==> src/hw/rtl/hsv2rgb_pkg.sv <==
// Package for the HSV to RGB converter: widths, fixed-point constants,
// sector and component-select codes, and the operand struct.
// No dependencies.
package hsv2rgb_pkg;

   // Field widths
   localparam int HUE_W = 16;
   localparam int SV_W  = 13;
   localparam int LVL_W = 11;

   // Q1.12 unity for saturation and value
   localparam logic [SV_W-1:0] Q_ONE = 13'd4096;

   // Hue reduction: 5760 = 45 * 128, so the low 7 bits pass straight through
   localparam int CHUNK_SHIFT = 7;
   localparam int CHUNK_W     = HUE_W - CHUNK_SHIFT;
   localparam logic [CHUNK_W-1:0] CHUNK_MOD = 9'd45;
   localparam int RECIP45_W     = 11;
   localparam int RECIP45_SHIFT = 16;
   localparam logic [RECIP45_W-1:0] RECIP45 = 11'd1456;   // floor(2^16 / 45)
   localparam int CHUNK_Q_W = CHUNK_W + RECIP45_W - RECIP45_SHIFT;
   localparam int HR_W      = 13;                          // reduced hue < 5760

   // Sector geometry in sixteenths of a degree
   localparam int W_W  = 10;
   localparam int T_W  = 11;
   localparam logic [W_W-1:0]  HUE_SEC  = 10'd960;
   localparam logic [T_W-1:0]  HUE_SPAN = 11'd1920;
   localparam logic [HR_W-1:0] SEC_B1 = 13'd960;
   localparam logic [HR_W-1:0] SEC_B2 = 13'd1920;
   localparam logic [HR_W-1:0] SEC_B3 = 13'd2880;
   localparam logic [HR_W-1:0] SEC_B4 = 13'd3840;
   localparam logic [HR_W-1:0] SEC_B5 = 13'd4800;

   // Chroma, offset and channel sum widths
   localparam int C_W   = 25;      // up to 2^24
   localparam int NUM_W = 34;      // up to 960 * 2^24

   // Output scaling: level = floor(num * scale / (15 * 2^30))
   localparam int SCALE_W = 16;
   localparam logic [SCALE_W-1:0] OUT_FULL_SCALE = 16'd2047;
   localparam int LEVEL_SHIFT = 30;
   localparam int PROD_W = NUM_W + SCALE_W;
   localparam int Y_W    = PROD_W - LEVEL_SHIFT;
   localparam int RECIP15_W     = 19;
   localparam int RECIP15_SHIFT = 22;
   localparam logic [RECIP15_W-1:0] RECIP15 = 19'd279620;  // floor(2^22 / 15)
   localparam int Q0_W = Y_W + RECIP15_W - RECIP15_SHIFT;
   localparam logic [Y_W-1:0] DIV15 = 20'd15;

   // Latency from accepted beat to result strobe
   localparam int PIPE_DEPTH = 7;

   // 60-degree sectors of the colour wheel
   typedef enum logic [2:0] {
      SEC_RED     = 3'd0,
      SEC_YELLOW  = 3'd1,
      SEC_GREEN   = 3'd2,
      SEC_CYAN    = 3'd3,
      SEC_BLUE    = 3'd4,
      SEC_MAGENTA = 3'd5
   } sector_type;

   // Which term a channel adds to the offset
   typedef enum logic [1:0] {
      COMP_ZERO   = 2'd0,
      COMP_CHROMA = 2'd1,
      COMP_MID    = 2'd2
   } comp_sel_type;

   // Operands shared by all three channel pipes
   typedef struct packed {
      logic [C_W-1:0]   m;   // offset v - c, Q1.24
      logic [C_W-1:0]   c;   // chroma, Q1.24
      logic [NUM_W-1:0] k;   // c * w, intermediate in 1/960 units
   } chan_opnd_type;

endpackage

==> src/hw/rtl/hsv_to_rgb_11bit.sv <==
// HSV colour in, three 11-bit PWM levels out, as a seven-stage pipeline.
// The result of a beat accepted on start appears on rsp_valid and the rsp_ level ports
// for one cycle, once it has passed through all the stages; a new beat may be accepted every
// cycle, and busy stays low since the pipeline never stalls. The receiver
// cannot hold results off. The latency is set by the chain of multipliers:
// hue reduction, chroma, the intermediate term, output scaling and the
// reciprocal divide by 15.
// Depends on hsv2rgb_pkg and hsv2rgb_level.
module hsv_to_rgb_11bit import hsv2rgb_pkg::*; (
   input  logic             clock,
   input  logic             reset,
   input  logic             start,
   output logic             busy,
   input  logic [HUE_W-1:0] req_hue,
   input  logic [SV_W-1:0]  req_saturation,
   input  logic [SV_W-1:0]  req_brightness,
   output logic             rsp_valid,
   output logic [LVL_W-1:0] rsp_red,
   output logic [LVL_W-1:0] rsp_green,
   output logic [LVL_W-1:0] rsp_blue
);

   logic [PIPE_DEPTH-1:0]  valid_ff, valid_in;

   // Stage 1 registers
   logic [HR_W-1:0]        hr_ff, hr_in;
   logic [SV_W-1:0]        sat_ff, sat_in;
   logic [SV_W-1:0]        val_ff, val_in;
   // Stage 2 registers
   logic [C_W-1:0]         c_ff, c_in;
   logic [SV_W-1:0]        v2_ff;
   sector_type             sector_ff, sector_in;
   logic [W_W-1:0]         w_ff, w_in;
   // Stage 3 registers
   chan_opnd_type          opnd_ff, opnd_in;
   comp_sel_type           sel_r_ff, sel_r_in;
   comp_sel_type           sel_g_ff, sel_g_in;
   comp_sel_type           sel_b_ff, sel_b_in;

   logic [CHUNK_W-1:0]            chunk;
   logic [CHUNK_W+RECIP45_W-1:0]  chunk_prod;
   logic [CHUNK_Q_W-1:0]          chunk_q;
   logic [CHUNK_W-1:0]            chunk_rem0;
   logic [CHUNK_W-1:0]            chunk_rem;
   logic [T_W-1:0]                span_base;
   logic [HR_W-1:0]               t_full;
   logic [T_W-1:0]                t;
   logic [T_W-1:0]                w_full;
   logic [2*SV_W-1:0]             vs_prod;
   logic [C_W+W_W-1:0]            k_full;

   // Never stalls
   assign busy = 1'b0;

   // Valid bits travel alongside the data
   assign valid_in = {valid_ff[PIPE_DEPTH-2:0], start & ~busy};

   always_ff @(posedge clock) begin
      if (reset) begin
         valid_ff <= '0;
      end else begin
         valid_ff <= valid_in;
      end
   end

   // Stage 1: clamp s and v, reduce hue modulo 5760 via hue[15:7] mod 45
   always_comb begin
      sat_in     = (req_saturation > Q_ONE) ? Q_ONE : req_saturation;
      val_in     = (req_brightness > Q_ONE) ? Q_ONE : req_brightness;
      chunk      = req_hue[HUE_W-1:CHUNK_SHIFT];
      chunk_prod = (CHUNK_W+RECIP45_W)'(chunk) * (CHUNK_W+RECIP45_W)'(RECIP45);
      chunk_q    = chunk_prod[CHUNK_W+RECIP45_W-1:RECIP45_SHIFT];
      chunk_rem0 = chunk - CHUNK_W'(chunk_q) * CHUNK_MOD;
      chunk_rem  = (chunk_rem0 >= CHUNK_MOD) ? chunk_rem0 - CHUNK_MOD : chunk_rem0;
      hr_in      = {chunk_rem[HR_W-CHUNK_SHIFT-1:0], req_hue[CHUNK_SHIFT-1:0]};
   end

   // Stage 2: chroma, sector and distance into the 120-degree span
   always_comb begin
      vs_prod = sat_ff * val_ff;
      c_in    = vs_prod[C_W-1:0];
      priority if (hr_ff >= SEC_B5) sector_in = SEC_MAGENTA;
      else if (hr_ff >= SEC_B4)     sector_in = SEC_BLUE;
      else if (hr_ff >= SEC_B3)     sector_in = SEC_CYAN;
      else if (hr_ff >= SEC_B2)     sector_in = SEC_GREEN;
      else if (hr_ff >= SEC_B1)     sector_in = SEC_YELLOW;
      else                          sector_in = SEC_RED;
      priority if (hr_ff >= SEC_B4) span_base = SEC_B4[T_W-1:0];
      else if (hr_ff >= SEC_B2)     span_base = SEC_B2[T_W-1:0];
      else                          span_base = '0;
      t_full = hr_ff - HR_W'(span_base);
      t      = t_full[T_W-1:0];
      w_full = (t >= T_W'(HUE_SEC)) ? HUE_SPAN - t : t;
      w_in   = w_full[W_W-1:0];
   end

   // Stage 3: offset, intermediate term and per-channel selection
   always_comb begin
      k_full    = c_ff * w_ff;
      opnd_in.c = c_ff;
      opnd_in.m = (C_W'(v2_ff) << (SV_W - 1)) - c_ff;
      opnd_in.k = k_full[NUM_W-1:0];
      unique case (sector_ff)
         SEC_RED: begin
            sel_r_in = COMP_CHROMA; sel_g_in = COMP_MID;    sel_b_in = COMP_ZERO;
         end
         SEC_YELLOW: begin
            sel_r_in = COMP_MID;    sel_g_in = COMP_CHROMA; sel_b_in = COMP_ZERO;
         end
         SEC_GREEN: begin
            sel_r_in = COMP_ZERO;   sel_g_in = COMP_CHROMA; sel_b_in = COMP_MID;
         end
         SEC_CYAN: begin
            sel_r_in = COMP_ZERO;   sel_g_in = COMP_MID;    sel_b_in = COMP_CHROMA;
         end
         SEC_BLUE: begin
            sel_r_in = COMP_MID;    sel_g_in = COMP_ZERO;   sel_b_in = COMP_CHROMA;
         end
         default: begin
            sel_r_in = COMP_CHROMA; sel_g_in = COMP_ZERO;   sel_b_in = COMP_MID;
         end
      endcase
   end

   // Payload registers of the first three stages
   always_ff @(posedge clock) begin
      hr_ff     <= hr_in;
      sat_ff    <= sat_in;
      val_ff    <= val_in;
      c_ff      <= c_in;
      v2_ff     <= val_ff;
      sector_ff <= sector_in;
      w_ff      <= w_in;
      opnd_ff   <= opnd_in;
      sel_r_ff  <= sel_r_in;
      sel_g_ff  <= sel_g_in;
      sel_b_ff  <= sel_b_in;
   end

   // Stages 4 to 7, one pipe per channel
   hsv2rgb_level u_red (
      .clock (clock),
      .opnd  (opnd_ff),
      .sel   (sel_r_ff),
      .level (rsp_red)
   );

   hsv2rgb_level u_green (
      .clock (clock),
      .opnd  (opnd_ff),
      .sel   (sel_g_ff),
      .level (rsp_green)
   );

   hsv2rgb_level u_blue (
      .clock (clock),
      .opnd  (opnd_ff),
      .sel   (sel_b_ff),
      .level (rsp_blue)
   );

   assign rsp_valid = valid_ff[PIPE_DEPTH-1];

   // Every accepted beat gives a result after the pipeline latency
   a_latency: assert property (@(posedge clock) disable iff (reset)
      (start && !busy) |-> ##PIPE_DEPTH rsp_valid)
      else $error("result strobe missing after accepted beat");

   // Zero brightness is black
   a_black: assert property (@(posedge clock) disable iff (reset)
      (start && !busy && req_brightness == '0) |-> ##PIPE_DEPTH
         (rsp_red == '0 && rsp_green == '0 && rsp_blue == '0))
      else $error("zero brightness did not give black");

   // Zero saturation is grey
   a_grey: assert property (@(posedge clock) disable iff (reset)
      (start && !busy && req_saturation == '0) |-> ##PIPE_DEPTH
         (rsp_red == rsp_green && rsp_green == rsp_blue))
      else $error("zero saturation did not give grey");

endmodule

==> src/hw/rtl/hsv2rgb_level.sv <==
// One colour channel: forms the channel sum, scales it and divides by the
// sector width to give the PWM level. Four register stages.
// Depends on hsv2rgb_pkg.
module hsv2rgb_level import hsv2rgb_pkg::*; (
   input  logic             clock,
   input  chan_opnd_type    opnd,
   input  comp_sel_type     sel,
   output logic [LVL_W-1:0] level
);

   logic [NUM_W-1:0]       num_ff, num_in;
   logic [Y_W-1:0]         y_ff, y_in;
   logic [Y_W-1:0]         y2_ff;
   logic [Q0_W-1:0]        q0_ff, q0_in;
   logic [LVL_W-1:0]       level_ff, level_in;

   logic [C_W+W_W-1:0]     m_scaled;
   logic [C_W+W_W-1:0]     c_scaled;
   logic [NUM_W-1:0]       comp;
   logic [PROD_W-1:0]      prod;
   logic [Y_W+RECIP15_W-1:0] qprod;
   logic [Y_W-1:0]         q15;
   logic [Y_W-1:0]         rem;
   logic [Q0_W-1:0]        quot;

   // Channel sum: 960*m plus the selected term
   always_comb begin
      m_scaled = opnd.m * C_W'(HUE_SEC);
      c_scaled = opnd.c * C_W'(HUE_SEC);
      unique case (sel)
         COMP_CHROMA: comp = c_scaled[NUM_W-1:0];
         COMP_MID:    comp = opnd.k;
         COMP_ZERO:   comp = '0;
         default:     comp = '0;
      endcase
      num_in = m_scaled[NUM_W-1:0] + comp;
   end

   // Scale and drop the power-of-two part of the divisor
   always_comb begin
      prod = PROD_W'(num_ff) * PROD_W'(OUT_FULL_SCALE);
      y_in = prod[PROD_W-1:LEVEL_SHIFT];
   end

   // Estimate y / 15 by reciprocal; low by at most one
   always_comb begin
      qprod = (Y_W+RECIP15_W)'(y_ff) * (Y_W+RECIP15_W)'(RECIP15);
      q0_in = qprod[Y_W+RECIP15_W-1:RECIP15_SHIFT];
   end

   // One correction step
   always_comb begin
      q15      = Y_W'(q0_ff) * DIV15;
      rem      = y2_ff - q15;
      quot     = (rem >= DIV15) ? q0_ff + Q0_W'(1) : q0_ff;
      level_in = quot[LVL_W-1:0];
   end

   always_ff @(posedge clock) begin
      num_ff   <= num_in;
      y_ff     <= y_in;
      y2_ff    <= y_ff;
      q0_ff    <= q0_in;
      level_ff <= level_in;
   end

   assign level = level_ff;

endmodule

==> config.mk <==
export PLATFORM = sky130hd
export DESIGN_NAME = hsv_to_rgb_11bit
export DESIGN_NICKNAME = d
export VERILOG_FILES = /design/src/hw/rtl/hsv2rgb_pkg.sv /design/src/hw/rtl/hsv_to_rgb_11bit.sv /design/src/hw/rtl/hsv2rgb_level.sv
export SDC_FILE = /design/constraint.sdc
export NUM_CORES = 2
export LEC_CHECK = 0
export BUFFER_PORTS_ARGS = -buffer_cell sky130_fd_sc_hd__clkbuf_2
export CAP_MARGIN = 20
export CORE_MARGIN = 4
export CORE_UTILIZATION = 50
export DETAILED_ROUTE_END_ITERATION = 7
export PLACE_DENSITY = 0.67
export SLEW_MARGIN = 10
export SYNTH_ARGS = -nofsm -noshare
export SYNTH_HDL_FRONTEND = slang
export SYNTH_HIERARCHICAL = 1
export SYNTH_SLANG_ARGS = --single-unit
==> constraint.sdc <==
create_clock -name clock -period 8.3 [get_ports clock]
set_input_delay 0.83 -clock clock [delete_from_list [all_inputs] [get_ports clock]]
set_output_delay 0.83 -clock clock [all_outputs]
set_load 0.02 [all_outputs]
==> results.py <==
metrics = {
    "drt": {
        "drcViolationCount": 0,
        "avgRoutedWirePerCell_um": 17.39,
        "avgViaCountPerCell": 5.375,
        "vias": 53410,
        "ant_nets": 0,
        "drtIter0Drc": 2909,
        "wl_um": 172800,
        "firstDrtPassIters": 5,
    },
    "status": {
        "outcome": "finished clean",
    },
    "final_layout": {
        "final_common_cell": "inv_1",
        "fillers": 13600,
        "most-common-layout-cells": "inv_1, fa_1, ha_1",
        "syn2layout_area_growth_pct": 6.148,
        "final_layout_size_suffix_gt1_share_pct": 3.909,
        "multiInputGateArea_um2": 61900,
        "nets": 10350,
        "utilization_pct": 53.47,
        "area.sequential_um2": 8949,
    },
    "synthesis": {
        "synth_edf_count": 0,
        "synth_nets": 10290,
        "yosys_most_used_dff": "dfxtp_1",
        "syn_area_um2": 76700,
        "yosysWarnings": 6,
        "synth.distinct_cells": 122,
        "synth_area_per_cell_um2": 9.832,
        "synth-seq-area-share_pct": 11.67,
        "synthArstFlopShare_pct": 0,
        "syn_inst": 7801,
        "ys_ff_latch": 447,
    },
    "clock_tree": {
        "cts_resized": 0,
        "clkSinkCount": 447,
        "cts_made_buffers": 57,
        "clk_latency_ns": 0.69,
        "clockRootBuffer": "clkbuf_16",
        "holdBufCountCts": 0,
        "postCtsSetupBuffers": 0,
        "htreeDepth": 2,
        "cts.path.max_buffers": 3,
        "clkTransAtPathRegs_ns": 0.06,
        "cts_tree": "yes",
    },
    "global_route": {
        "gr-total-overflow": 0,
        "grt_pass1_wl_um": 290000,
        "grt_usage_pct": 22.34,
        "grt_max_degree": 30,
        "antenna_found_initial": 8,
        "grt_pass1_vias": 56750,
    },
    "floorplan": {
        "die_h_um": 399.7,
        "die_x_um": 399.7,
        "core-area_um2": 152300,
        "pin_count": 80,
        "core.rowCount": 143,
        "initial_core_util_pct": 50.38,
        "dieArea_um2": 159700,
    },
    "setup_path": {
        "critical_path_class": "in2reg",
        "cp-end-kind": "flop",
        "slowest_stage": "fa_1",
        "critPathMaxFanout": 6,
        "max_stage_delay_ns": 0.51,
        "path_delay_family": "adder cells",
        "cpMostUsedCell": "inv_1",
        "path_buf_inv": 7,
        "startpoint_type": "primary input",
        "cp.required_ns": 8.87,
        "arrival_ns": 7.53,
    },
    "place": {
        "portBuffers": 78,
        "gp_congestion": 0.9070,
        "hpwlAfterDp_um": 147200,
    },
    "sta": {
        "finalHoldViolations": 0,
        "fin_crit_ns": 6.952,
        "rsz0062_at_grt": "false",
        "tightest_slew_ns": 1.104,
        "maxSlewViolCount": 0,
        "hold-worst-slack_ns": 0.2809,
        "fin_setup_tns_ns": 0,
        "min_period_over_period_pct": 83.76,
        "setup_viol": 0,
        "fmax_mhz": 143.8,
        "skew_ns": 0.05063,
        "maxSlewHeadroom_pct": 26.30,
    },
    "run": {
        "maxCapViolations": 0,
    },
    "min_path": {
        "hold_path.class": "in2reg",
    },
}
worst paths after layout:
check                                startpoint  slack [ns]                 end  cells past startpoint
worst max register to register      opnd_ff[35]        1.61  u_green/num_ff[33]                     25
worst min-delay path                 req_hue[6]        0.28            hr_ff[6]                      1
worst max-delay path                 req_hue[7]        1.35            hr_ff[8]                     28
worst min register to register  u_green/y_ff[1]        0.36    u_green/y2_ff[1]                      0
worst register-to-register path: cells and delay by family, from the launching register on:
kind | cells | cell delay, ns
compound gates | 16 | 3.44
xor+xnor | 2 | 0.28
fa+ha+maj | 4 | 1.87
buf+inv | 1 | 0.06
flops | 1 | 0.59
simple gates | 2 | 0.36
flip-flops by register name, indices dropped and copies added (netlist names), 7 cells and up:
signal and flops:
opnd_ff 83, u_blue/num_ff 34, u_green/num_ff 34, u_red/num_ff 34, c_ff 25, u_blue/y2_ff 15
u_blue/y_ff 15, u_green/y2_ff 15, u_green/y_ff 15, u_red/y2_ff 15, u_red/y_ff 15, hr_ff 13
sat_ff 13, v2_ff 13, val_ff 13, u_blue/q0_ff 12, u_green/q0_ff 12, u_red/q0_ff 12
u_blue/level 11, u_green/level 11, u_red/level 11, w_ff 10, valid_ff 7
cell families (layout without fill, tap and decap cells):
logic type      Yosys count  count (layout)  share of synthesized area [%]
fa+ha+maj              2448            2448                          53.47
simple gates           1559            1559                          10.09
buf+inv                1547            1650                          7.633
compound gates         1332            1332                          11.72
xor+xnor                452             452                          5.207
flops                   447             447                          11.67
mux                      15              15                         0.2039
other cells               1               3                       0.004889
synth_stat cells, types with 82 or more instances:
cell      instances  area share [%]
a21o_1          177             1.7
a21oi_1         368             2.4
and2_1          229             1.9
clkbuf_1        113            0.55
dfxtp_1         447              12
fa_1           1383              36
ha_1           1065              17
inv_1          1427             7.0
nand2_1         468             2.3
nand3_1          82            0.54
nor2_1          326             1.6
nor2b_1         100            0.82
nor3_1           84            0.55
o21ai_0         190             1.2
xnor2_1         318             3.6
xor2_1          131             1.5
metal layers:
metal	track usage, %	routed length [um]
met5	0	9
met4	5.297	4343
met3	3.228	8122
met2	36.97	80750
met1	31.10	79530
metrics by stage:
stage | worst slack, ns | instance area [um^2] | instances
3_3_place_gp | 0.6952 | 79420 | 9828
2_1_floorplan | 1.319 | 76700 | 7801
5_1_grt | 1.035 | 81410 | 9934
3_5_place_dp | 0.6770 | 79420 | 9828
4_1_cts | 1.353 | 81410 | 9934
6_report | 1.348 | 81420 | 9936
cell type report:
| cell class | instances | area share (%) |
|---|---|---|
| multi-input cells | 5807 | 76.03 |
| flip-flops and latches | 447 | 10.99 |
| well taps | 2030 | 3.120 |
| inverters | 1428 | 6.583 |
| repair buffers | 116 | 0.8298 |
| diodes | 2 | 0.006147 |
| clock buffers | 72 | 1.933 |
| clock inverters | 34 | 0.5102 |
Power is left out: the tool's default activity adds up to more than one toggle a clock period on the data nets, which glitch-free logic cannot reach.
